[src/sv/vid_pkg.sv]
// Shared types and constants for the varint instruction decoder.
// Used by the decoder top level and its port checker; no dependencies.
package vid_pkg;

	localparam int WORD_BITS_DEF = 32;

	localparam int BYTE_W  = 8;
	localparam int VALUE_W = 32;
	localparam int COUNT_W = 6;
	localparam int KIND_W  = 2;

	// tdata carries value then byte_count, padded to whole bytes
	localparam int OUT_DATA_W = ((VALUE_W + COUNT_W + 7) / 8) * 8;

	typedef logic [KIND_W-1:0] kind_t;

	localparam kind_t KIND_NUMBER = 2'd0;
	localparam kind_t KIND_ACTION = 2'd1;
	localparam kind_t KIND_FAULT  = 2'd2;

	// top two bits of an instruction byte
	localparam logic [1:0] TAG_CONT   = 2'b01;
	localparam logic [1:0] TAG_ACTION = 2'b10;

	localparam logic [COUNT_W-1:0] COUNT_MAX = 6'd63;

endpackage

[src/sv/varint_instruction_decoder.sv]
// Varint decoder: one byte in per cycle unless stalled, one result per instruction.
// Depends on vid_pkg for kinds, tags and field widths.
//
// Takes one stream byte per cycle, with no bubbles unless the output stalls. A byte
// passes an input register, then one pass of mask, shift-or and sign-extend logic
// against the running accumulator, then a result register, from which the item of
// a final byte is sent. Continuation bytes (tag 01) give no item. A finished item
// waiting on the output stalls the input only once the input register also holds
// a final byte; s_axis_tready then follows m_axis_tready in the same cycle.
module varint_instruction_decoder #(
	parameter int WORD_BITS = vid_pkg::WORD_BITS_DEF
) (
	input  logic                          clk,
	input  logic                          arst_n,
	input  logic                          s_axis_tvalid,
	output logic                          s_axis_tready,
	input  logic [vid_pkg::BYTE_W-1:0]    s_axis_tdata,  // [7:0] data_byte
	input  logic                          s_axis_tuser,  // [0] load_fault
	output logic                          m_axis_tvalid,
	input  logic                          m_axis_tready,
	output logic [vid_pkg::OUT_DATA_W-1:0] m_axis_tdata, // [31:0] value, [37:32] byte_count
	output logic [vid_pkg::KIND_W-1:0]    m_axis_tuser   // [1:0] kind
);
	import vid_pkg::*;

	localparam int PW = $clog2(WORD_BITS + 1);
	localparam int IW = $clog2(WORD_BITS);
	localparam logic [PW:0] WORD_L = (PW + 1)'(WORD_BITS);

	// input stage
	logic              v_s1;
	logic [BYTE_W-1:0] byte_s1;
	logic              fault_s1;

	// instruction state
	logic [WORD_BITS-1:0] acc_q;
	logic [PW-1:0]        pos_q;
	logic [COUNT_W-1:0]   cnt_q;

	// result register
	logic               out_valid_q;
	logic [VALUE_W-1:0] value_q;
	logic [COUNT_W-1:0] count_q;
	kind_t              kind_q;

	logic [1:0]           tag;
	logic                 is_cont;
	logic                 has_result;
	logic                 adv_s1;
	logic [BYTE_W-1:0]    payload;
	logic [WORD_BITS-1:0] placed;
	logic [PW:0]          top;
	logic [PW:0]          top_m1;
	logic                 sign_bit;
	logic [WORD_BITS-1:0] ext_mask;
	logic [WORD_BITS-1:0] word_num;
	logic [PW:0]          pos6;
	logic [PW-1:0]        pos_next;
	logic [COUNT_W-1:0]   cnt_inc;
	kind_t                kind_d;
	logic [VALUE_W-1:0]   value_d;

	always_comb begin
		tag        = byte_s1[7:6];
		is_cont    = !fault_s1 && (tag == TAG_CONT);
		has_result = v_s1 && !is_cont;
		adv_s1     = !has_result || !out_valid_q || m_axis_tready;

		// actions and continuations carry six payload bits, numbers all eight
		payload = (tag == TAG_CONT || tag == TAG_ACTION) ? {2'b00, byte_s1[5:0]} : byte_s1;
		if ((PW + 1)'(pos_q) < WORD_L) begin
			placed = acc_q | (WORD_BITS'(payload) << pos_q);
		end else begin
			placed = acc_q;
		end

		top      = (PW + 1)'(pos_q) + (PW + 1)'(8);
		top_m1   = top - (PW + 1)'(1);
		sign_bit = 1'b0;
		ext_mask = '0;
		if (top < WORD_L) begin
			sign_bit = placed[top_m1[IW-1:0]];
			ext_mask = ~((WORD_BITS'(1) << top) - WORD_BITS'(1));
		end
		word_num = sign_bit ? (placed | ext_mask) : placed;

		pos6     = (PW + 1)'(pos_q) + (PW + 1)'(6);
		pos_next = (pos6 > WORD_L) ? WORD_L[PW-1:0] : pos6[PW-1:0];
		cnt_inc  = (cnt_q == COUNT_MAX) ? COUNT_MAX : cnt_q + COUNT_W'(1);

		if (fault_s1) begin
			kind_d  = KIND_FAULT;
			value_d = '0;
		end else if (tag == TAG_ACTION) begin
			kind_d  = KIND_ACTION;
			value_d = VALUE_W'(placed);
		end else begin
			kind_d  = KIND_NUMBER;
			value_d = VALUE_W'($signed(word_num));
		end
	end

	assign s_axis_tready = !v_s1 || adv_s1;

	always_ff @(posedge clk or negedge arst_n) begin
		if (!arst_n) begin
			v_s1 <= 1'b0;
		end else if (s_axis_tready) begin
			v_s1 <= s_axis_tvalid;
		end
	end

	always_ff @(posedge clk) begin
		if (s_axis_tready && s_axis_tvalid) begin
			byte_s1  <= s_axis_tdata;
			fault_s1 <= s_axis_tuser;
		end
	end

	// advance the accumulator on continuations, clear it once an item ends
	always_ff @(posedge clk or negedge arst_n) begin
		if (!arst_n) begin
			acc_q <= '0;
			pos_q <= '0;
			cnt_q <= '0;
		end else if (v_s1 && adv_s1) begin
			if (is_cont) begin
				acc_q <= placed;
				pos_q <= pos_next;
				cnt_q <= cnt_inc;
			end else begin
				acc_q <= '0;
				pos_q <= '0;
				cnt_q <= '0;
			end
		end
	end

	always_ff @(posedge clk or negedge arst_n) begin
		if (!arst_n) begin
			out_valid_q <= 1'b0;
		end else if (has_result && adv_s1) begin
			out_valid_q <= 1'b1;
		end else if (m_axis_tready) begin
			out_valid_q <= 1'b0;
		end
	end

	always_ff @(posedge clk) begin
		if (has_result && adv_s1) begin
			value_q <= value_d;
			count_q <= cnt_inc;
			kind_q  <= kind_d;
		end
	end

	assign m_axis_tvalid = out_valid_q;
	assign m_axis_tdata  = {(OUT_DATA_W - VALUE_W - COUNT_W)'(0), count_q, value_q};
	assign m_axis_tuser  = kind_q;

endmodule

[config.mk]
export PLATFORM = sky130hd
export DESIGN_NAME = varint_instruction_decoder
export DESIGN_NICKNAME = d
export VERILOG_FILES = /design/src/sv/vid_pkg.sv /design/src/sv/varint_instruction_decoder.sv
export SDC_FILE = /design/constraint.sdc
export NUM_CORES = 1
export LEC_CHECK = 0
export BUFFER_PORTS_ARGS = -buffer_cell sky130_fd_sc_hd__clkbuf_2
export CORE_UTILIZATION = 26
export CTS_BUF_LIST = sky130_fd_sc_hd__clkbuf_8
export DETAILED_ROUTE_END_ITERATION = 6
export GPL_ROUTABILITY_DRIVEN = 1
export MAX_ROUTING_LAYER = met4
export SLEW_MARGIN = 20
export SYNTH_ARGS = -nofsm -noshare
export SYNTH_HDL_FRONTEND = slang
export SYNTH_SLANG_ARGS = --single-unit
[constraint.sdc]
create_clock -name clk -period 3.84 [get_ports clk]
set_input_delay 0.768 -clock clk [delete_from_list [all_inputs] [get_ports clk]]
set_output_delay 0.768 -clock clk [all_outputs]
set_load 0.005 [all_outputs]
# --- After elaboration in Yosys (flattened, before gate mapping) ---
# Index checks and enable logic that the tools add are counted.
totals:
  mem_bits_ro: 0
  memories: 0
  word_cells: 58
  in_bits: 13
  reg_bits: 95
  output_inout_bits: 44
  latchBits: 0
  ram_bits: 0
op_classes:
  shift: 2
  mux: 16
  n_reduce_logical: 15
  div: 0
  eq_ne: 3
  magnitude_cmp: 4
  n_bitwise: 3
  mul: 0
  n_addsub: 5
op_table:
  columns: ["cell", "n"]
  rows:
  - ["two-way mux 32 bit", 5]
  - ["OR 32 bit", 2]
  - ["inverter 32 bit", 1]
  - ["left shift 1 x 7 -> 32 bit, first input constant", 1]
  - ["left shift 8 x 6 -> 32 bit", 1]
  - ["subtractor 32 x 2 -> 32 bit, second input constant", 1]
  - ["two-way mux 6 bit", 4]
  - ["two-way mux 8 bit", 1]
  - ["adder 6 x 3 -> 7 bit, second input constant", 1]
  - ["adder 6 x 4 -> 7 bit, second input constant", 1]
  - ["> comparator 7 x 6 -> 1 bit, second input constant", 1]
  - ["less-than comparator 7 x 6 -> 1 bit, second input constant", 1]
  - ["adder 6 x 1 -> 6 bit, second input constant", 1]
  - ["== test 6 bit, second input constant", 1]
  - ["less-than comparator 5 x 6 -> 1 bit, second input constant", 1]
  - ["less-than comparator 6 bit, second input constant", 1]
  - ["binary-select mux 1 bit (select 5 bit)", 1]
  - ["logical AND 1 bit", 5]
  - ["logical NOT 1 bit", 5]
  - ["two-way mux 1 bit", 5]
  - ["subtractor 5 x 1 -> 5 bit, second input constant", 1]
  - ["logical OR 1 bit", 4]
  - ["== test 2 x 1 -> 1 bit, second input constant", 1]
  - ["== test 2 bit, second input constant", 1]
  - ["nonzero test 2 bit", 1]

# --- Longest topological paths before layout ---
# Gate-level depths: netlist of the first run.
depth:
  ltp_word: 11
  ltp_mapped: 12
  ltp_nobuf: 10

# --- Least setup slack after synthesis of the first run ---
# Ideal clock, no wire load.
synth_path:
  kind: "reg2reg"
  startpoint: "register pos_q[3]"
  endpoint: "register value_q[20], data pin"
  setup_time_ns: 0.273
  path_stages_with_launch: 13
  t_arrival_ns: 2.769
  period_less_slack_ns: 3.042
  slack_ns: 0.798
  required_time_ns: 3.567
  path_buffers: 4
  cell_sequence: "dfrtp_1 -> ha_1 -> clkbuf_1 -> clkbuf_1 -> nor2_1 -> nand2_1 -> ha_1 -> clkbuf_1 -> o31a_1 -> and2_0 -> clkbuf_1 -> a311o_1 -> o32ai_1"
synth_between:
  elab_chain_len: 8
  word_cells_on_any_way: 17
  cone_classes: "add/sub: 3; order compare: 2; shift: 2; mux: 7; bitwise: 3"
synth_rtl:
  columns: ["item", "line_no", "rtl"]
  rows:
  - ["from (decl)", "varint_instruction_decoder.sv:37", "logic [PW-1:0] pos_q;"]
  - ["from (signal assigned)", "varint_instruction_decoder.sv:129", "pos_q <= pos_next;"]
  - ["adder 6 x 4 -> 7 bit or left shift 8 x 6 -> 32 bit (tied branches)", "varint_instruction_decoder.sv:77, varint_instruction_decoder.sv:72", null]
  - ["left shift 1 x 7 -> 32 bit or OR 32 bit (tied branches)", "varint_instruction_decoder.sv:83, varint_instruction_decoder.sv:72", null]
  - ["subtractor 32 x 2 -> 32 bit or two-way mux 32 bit (tied branches)", "varint_instruction_decoder.sv:83, varint_instruction_decoder.sv:71", null]
  - ["inverter 32 bit or binary-select mux 1 bit (select 5 bit) (tied branches)", "varint_instruction_decoder.sv:83, varint_instruction_decoder.sv:82", null]
  - ["two-way mux 32 bit or two-way mux 1 bit (tied branches)", "varint_instruction_decoder.sv:81, varint_instruction_decoder.sv:82", null]
  - ["OR 32 bit or two-way mux 1 bit (tied branches)", "varint_instruction_decoder.sv:85, varint_instruction_decoder.sv:81", null]
  - ["two-way mux 32 bit", "varint_instruction_decoder.sv:85", "word_num = sign_bit ? (placed | ext_mask) : placed;"]
  - ["two-way mux 32 bit (*)", "varint_instruction_decoder.sv:94", "end else if (tag == TAG_ACTION) begin"]
  - ["to (signal assigned)", "varint_instruction_decoder.sv:151", "value_q <= value_d;"]
  - ["to (decl)", "varint_instruction_decoder.sv:42", "logic [VALUE_W-1:0] value_q;"]
# Mark *: on every way between the ends. The rest lies on a longest branch, timed or not. The select of a mux whose other input is x is not followed.
# A chain may end at the register's enable or synchronous reset.

# --- Worst setup path after layout of the first run ---
layout_path:
  startpoint: "register pos_q[4]"
  endpoint: "register value_q[22], data pin"
# Same word-level chain as after synthesis.

==> results.cfg, run 1 <==
[clock_network]
postCtsSetupBuffers = 0
cts_buffer_depth = 2
cts_hold_repair.buffers = 0
cts_root_buffer = clkbuf_8
cts_buffers = 9
cts_resized = 0
path_clk_slew_ps = 110
cts.htree.levels = 3
numClockSinks = 94
cts_tree = yes
clk_latency_ps = 390

[floorplan]
die_y_um = 148
core-area_sq_um = 20500
die_area_sq_um = 21800
die_w_um = 148
initial_core_util = 0.269
rows = 52
ios = 57

[final_layout]
final-seq-area_sq_um = 2600
postLayoutCoreUtil = 0.304
nNetsFinal = 619
multiInputGateArea_sq_um = 2640
mostFrequentLayoutCells = 68 x nor2_1, 54 x clkbuf_2, 52 x a21oi_1
final_common_cell = nor2_1
diodes = 0
drive_gt1_frac = 0.202
areaGrowthSynthToFinish_pct = 12.8
n_fill_cell = 2185

[routing]
routed-via-count = 4719
drtIter0Drc = 430
viasPerCell = 5.39
drcViolationCount = 0
ant_nets = 0
wl_per_cell_um = 18.4
dr.pass1.iters = 5
wl_mm = 16.1

[worst_setup_path]
crit_buf_inv = 0
rrSetupSlack_ps = 540
worstPathArrival_ps = 3430
critical_path.max_fanout = 13
cpPeakStageDelay_ps = 590
cp_top_family = compound AO/OA/AOI/OAI gates
path_class = reg2reg
cp-end-kind = register
path_common_cell = ha_1
cp.required_ps = 3970
cp-start-kind = register
slowest_stage = dfrtp_1
crit_chain = ha_1, and2_1, a21oi_1, nor2_1, nand2_1, ha_1, o31a_1, and2_0, o41ai_1, o41ai_2

[synthesis]
ys_types = 78
yosysSeqAreaShare = 0.470
syn_area_sq_um = 5520
synth.avg_cell_area_sq_um = 9.88
ys_async_sr_fraction = 0.479
synth_warnings = 0
synth-edff-count = 49
ys_seq_elements = 94
synth_top_flop_cell = edfxtp_1
syn_inst = 559

[timing]
tightest_slew_ps = 788
setup_tns_ps = 0
min_period_ps = 3300
timing.final.crit_share = 0.860
setup_viol = 0
finalMaxSlewViolations = 0
holdWs_ps = 392
timing.fmax_mhz = 303
fin_skew_ps = 21.8
hold_viol_final = 0
slew_headroom = 0.474
rsz0062_at_grt = false

[power]
powerDensity_nw_per_um2 = 405
leakage_nw = 2.41
ir_drop_mv = 0.207
p_int_mw = 1.66
power_switching_mw = 0.869
combPwrFrac = 0.281
power_frac_seq = 0.479
swShare = 0.344
clockPowerShare = 0.241

[grt]
grt_max_degree = 52
grt_pass1_wl_mm = 25.7
overflow = 0
grt_pass1_vias = 4443
grt_antenna_before_repair = 0
grt_usage = 0.158

[place]
port_buffers = 54
dp_hpwl_mm = 11.4
routabilityCongestion = 0.949

[hold_path]
hp-class = in2async

[run_status]
status = completed

[run]
drv_cap = 0
[worst paths after layout]
kind	start	to	depth (start not counted)
min in group clk	acc_q[19]	acc_q[19]	2
max reg2reg	pos_q[4]	value_q[22]	10
min reg2reg	acc_q[19]	acc_q[19]	2
min	arst_n	acc_q[29]	1
max	pos_q[4]	value_q[22]	10
max in group asynchronous	arst_n	acc_q[16]	2
[cell families (layout without fill, tap and decap cells)]
group / after synthesis / after routing / synth area share
AOI/OAI and AO/OA: 189 / 189 / 0.249
and+or+nand+nor: 189 / 189 / 0.175
DFF: 94 / 94 / 0.470
buffers and inverters: 59 / 104 / 0.0537
xor gates and xnor gates: 10 / 10 / 0.0159
muxes: 10 / 10 / 0.0215
adders and majority gates: 6 / 6 / 0.0136
other: 2 / 3 / 0.00136
[stage by stage]
step / setup WS [ps] / cell area [sq um] / power [mW] / cells
floorplan: 798 / 5530 / 1.70 / 560
global placement: 506 / 6060 / 1.93 / 859
detailed placement: 552 / 6060 / 1.93 / 859
CTS: 561 / 6230 / 2.54 / 875
global route: 254 / 6230 / 2.66 / 875
finish: 539 / 6230 / 2.52 / 875
[sequential cells by signal (all words and copies together), names as in the netlist]
name	flops
fault_s1	1
pos_q	5
v_s1	1
cnt_q	6
acc_q	32
m_axis_tvalid	1
m_axis_tuser	2
byte_s1	8
count_q	6
value_q	32
[metal layers]
metal,global-route usage,routed length [um],part of all wire
met4,0.0469,333,0.021
met1,0.228,7820,0.48
met3,0.0340,1110,0.068
met5,-,0,0
met2,0.218,6870,0.43
[cells in the mapped netlist, types with 7 or more instances]
library cell | instances | share of area
a211oi_1 | 7 | 0.0095
a21oi_1 | 53 | 0.048
a22o_1 | 8 | 0.013
a31oi_1 | 13 | 0.015
buf_2 | 9 | 0.0082
clkbuf_1 | 27 | 0.018
dfrtp_1 | 45 | 0.20
edfxtp_1 | 49 | 0.27
inv_1 | 10 | 0.0068
nand2_1 | 31 | 0.021
nand2b_1 | 7 | 0.0079
nand3_1 | 14 | 0.013
nor2_1 | 68 | 0.046
nor2b_1 | 8 | 0.0091
nor3_1 | 14 | 0.013
o21ai_0 | 22 | 0.020
o22ai_1 | 10 | 0.011
o32ai_1 | 17 | 0.027
[power by group through the flow]
stage | Combinational [mW] | Sequential, mW | Clock, mW
finish | 0.709 | 1.21 | 0.607
global route | 0.771 | 1.22 | 0.671
CTS | 0.702 | 1.21 | 0.633
detailed placement | 0.700 | 1.23 | 0
global placement | 0.698 | 1.23 | 0
floorplan | 0.473 | 1.23 | 0
[cell type report]
class | instances | share of cell area
Multi-Input combinational cell | 407 | 0.424
Sequential cell | 94 | 0.417
Timing Repair Buffer | 76 | 0.0699
Tap cell | 270 | 0.0542
Clock buffer | 9 | 0.0199
Clock inverter | 7 | 0.00783
Inverter | 12 | 0.00723
(Power assumes the default switching activity.)
==> run 2: changes to the inputs <==
- ABC_AREA: unset -> 0
- CORE_ASPECT_RATIO: unset -> 0.7
==> run 2 against run 1 <==
Compared with the run above: power grew 4.2%; clock-buffer cell count is the same; sequential share of layout area shrank 0.45 points; critical path type unchanged; largest power group unchanged; critical endpoint is now value_q[18]; fmax shrank 7.0%; cell count grew 1.1%.
==> results.cfg, run 2 (synthesis results as in run 1) <==
[grt]
grt_antenna_before_repair = 0
grt_pass1_vias = 4504
grt_pass1_wl_mm = 27.2
overflow = 0
grt_usage = 0.172
grt_max_degree = 41

[clock_network]
clk_latency_ps = 390
numClockSinks = 94
cts_resized = 0
cts_hold_repair.buffers = 0
cts_buffer_depth = 2
cts_root_buffer = clkbuf_8
postCtsSetupBuffers = 0
cts.htree.levels = 3
cts_buffers = 9
path_clk_slew_ps = 120
cts_tree = yes

[worst_setup_path]
cpPeakStageDelay_ps = 810
critical_path.max_fanout = 22
path_class = reg2reg
slowest_stage = dfrtp_1
crit_chain = ha_1, and2_1, a21oi_1, nor2_1, nand2_1, ha_1, o31a_1, and2_0, o41ai_1, o41ai_2
cp-end-kind = register
cp_top_family = compound AO/OA/AOI/OAI gates
crit_buf_inv = 0
path_common_cell = ha_1
rrSetupSlack_ps = 290
timing.rr.end = value_q[18]
worstPathArrival_ps = 3700
worstRegToRegCells = 10
cp-start-kind = register
startpoint = pos_q[4]
r2r-start = pos_q[4]
cp.required_ps = 3990

[hold_path]
holdPathEnd = acc_q[19]
worstHoldStart = acc_q[19]
whs_path_depth = 2
hp-class = reg2reg

[place]
port_buffers = 54
dpl_cell_area_sq_um = 6110
routabilityCongestion = 0.954
dp_hpwl_mm = 13.0

[routing]
dr.pass1.iters = 5
ant_nets = 0
drcViolationCount = 0
wl_mm = 17.7
viasPerCell = 5.48
wl_per_cell_um = 20.0
drtIter0Drc = 681
routed-via-count = 4847

[run]
drv_cap = 0

[timing]
setup_tns_ps = 0
hold_viol_final = 0
timing.fmax_mhz = 282
timing.final.crit_share = 0.924
setup_viol = 0
fin_skew_ps = 17.6
finalMaxSlewViolations = 0
rsz0062_at_grt = false
slew_headroom = 0.358
tightest_slew_ps = 963
min_period_ps = 3550

[floorplan]
rows = 44
ios = 57
die_area_sq_um = 21800
die_w_um = 176
core-area_sq_um = 20800
die_y_um = 124
initial_core_util = 0.266

[final_layout]
drive_gt1_frac = 0.210
n_fill_cell = 2160
reg_top3 = acc_q x32, value_q x32, byte_s1 x8
design_area_sq_um = 6300
nNetsFinal = 623
diodes = 0
areaGrowthSynthToFinish_pct = 14.1
final_common_cell = nor2_1
mostFrequentLayoutCells = 68 x nor2_1, 54 x clkbuf_2, 52 x a21oi_1
postLayoutCoreUtil = 0.303

[run_status]
status = completed

[power]
ir_drop_mv = 0.201
leakage_nw = 2.44
powerDensity_nw_per_um2 = 418
==> run 2: layout make-up <==
| type | count | area, sq um | share of cell area |
|---|---|---|---|
| multi-input combinational | 407 | 2640 | 0.420 |
| sequential | 94 | 2600 | 0.412 |
| timing repair buffer | 80 | 478 | 0.0759 |
| tap | 276 | 345 | 0.0548 |
| clock buffer | 9 | 124 | 0.0197 |
| clock inverter | 7 | 66.3 | 0.0105 |
| inverter | 12 | 45.0 | 0.00715 |
==> run 2: tightest hold or removal path: stages, from the launching register on <==
cell	delay [ps]
dfrtp_1	360
nand2_1	50
o21ai_0	70
==> run 2: layer usage <==
| layer | GRT usage | vias up | part of all wire |
|---|---|---|---|
| met4 | 0.0321 | 0 | 0.0083 |
| met5 | - | - | 0 |
| met3 | 0.0485 | 13 | 0.11 |
| li1 | - | 2215 | - |
| met2 | 0.217 | 246 | 0.38 |
| met1 | 0.264 | 2373 | 0.51 |
==> run 2: worst max-delay path by stage <==
stage	slack [ps]	endpoint	depth (start not counted)
after floorplan	800	value_q[20]	12
after global placement	440	value_q[18]	10
after detailed placement	380	value_q[18]	10
after CTS	370	value_q[18]	10
after global routing	70	value_q[10]	10
final	290	value_q[18]	10
==> run 2: through the flow <==
stage	setup WS [ps]	power, mW	hold slack (ps)	std cells
after CTS	365	2.63	500	885
after detailed placement	379	1.97	477	869
after global placement	441	1.96	468	869
after global routing	65.2	2.75	525	885
final	292	2.63	501	885
after floorplan	798	1.70	449	560
==> run 2: where the power goes <==
| group | leakage, nW | total, mW | switching [mW] | internal (mW) |
|---|---|---|---|---|
| Clock | 0.0914 | 0.673 | 0.421 | 0.251 |
| Sequential | 1.10 | 1.21 | 0.0391 | 1.17 |
| Combinational | 1.25 | 0.748 | 0.487 | 0.260 |
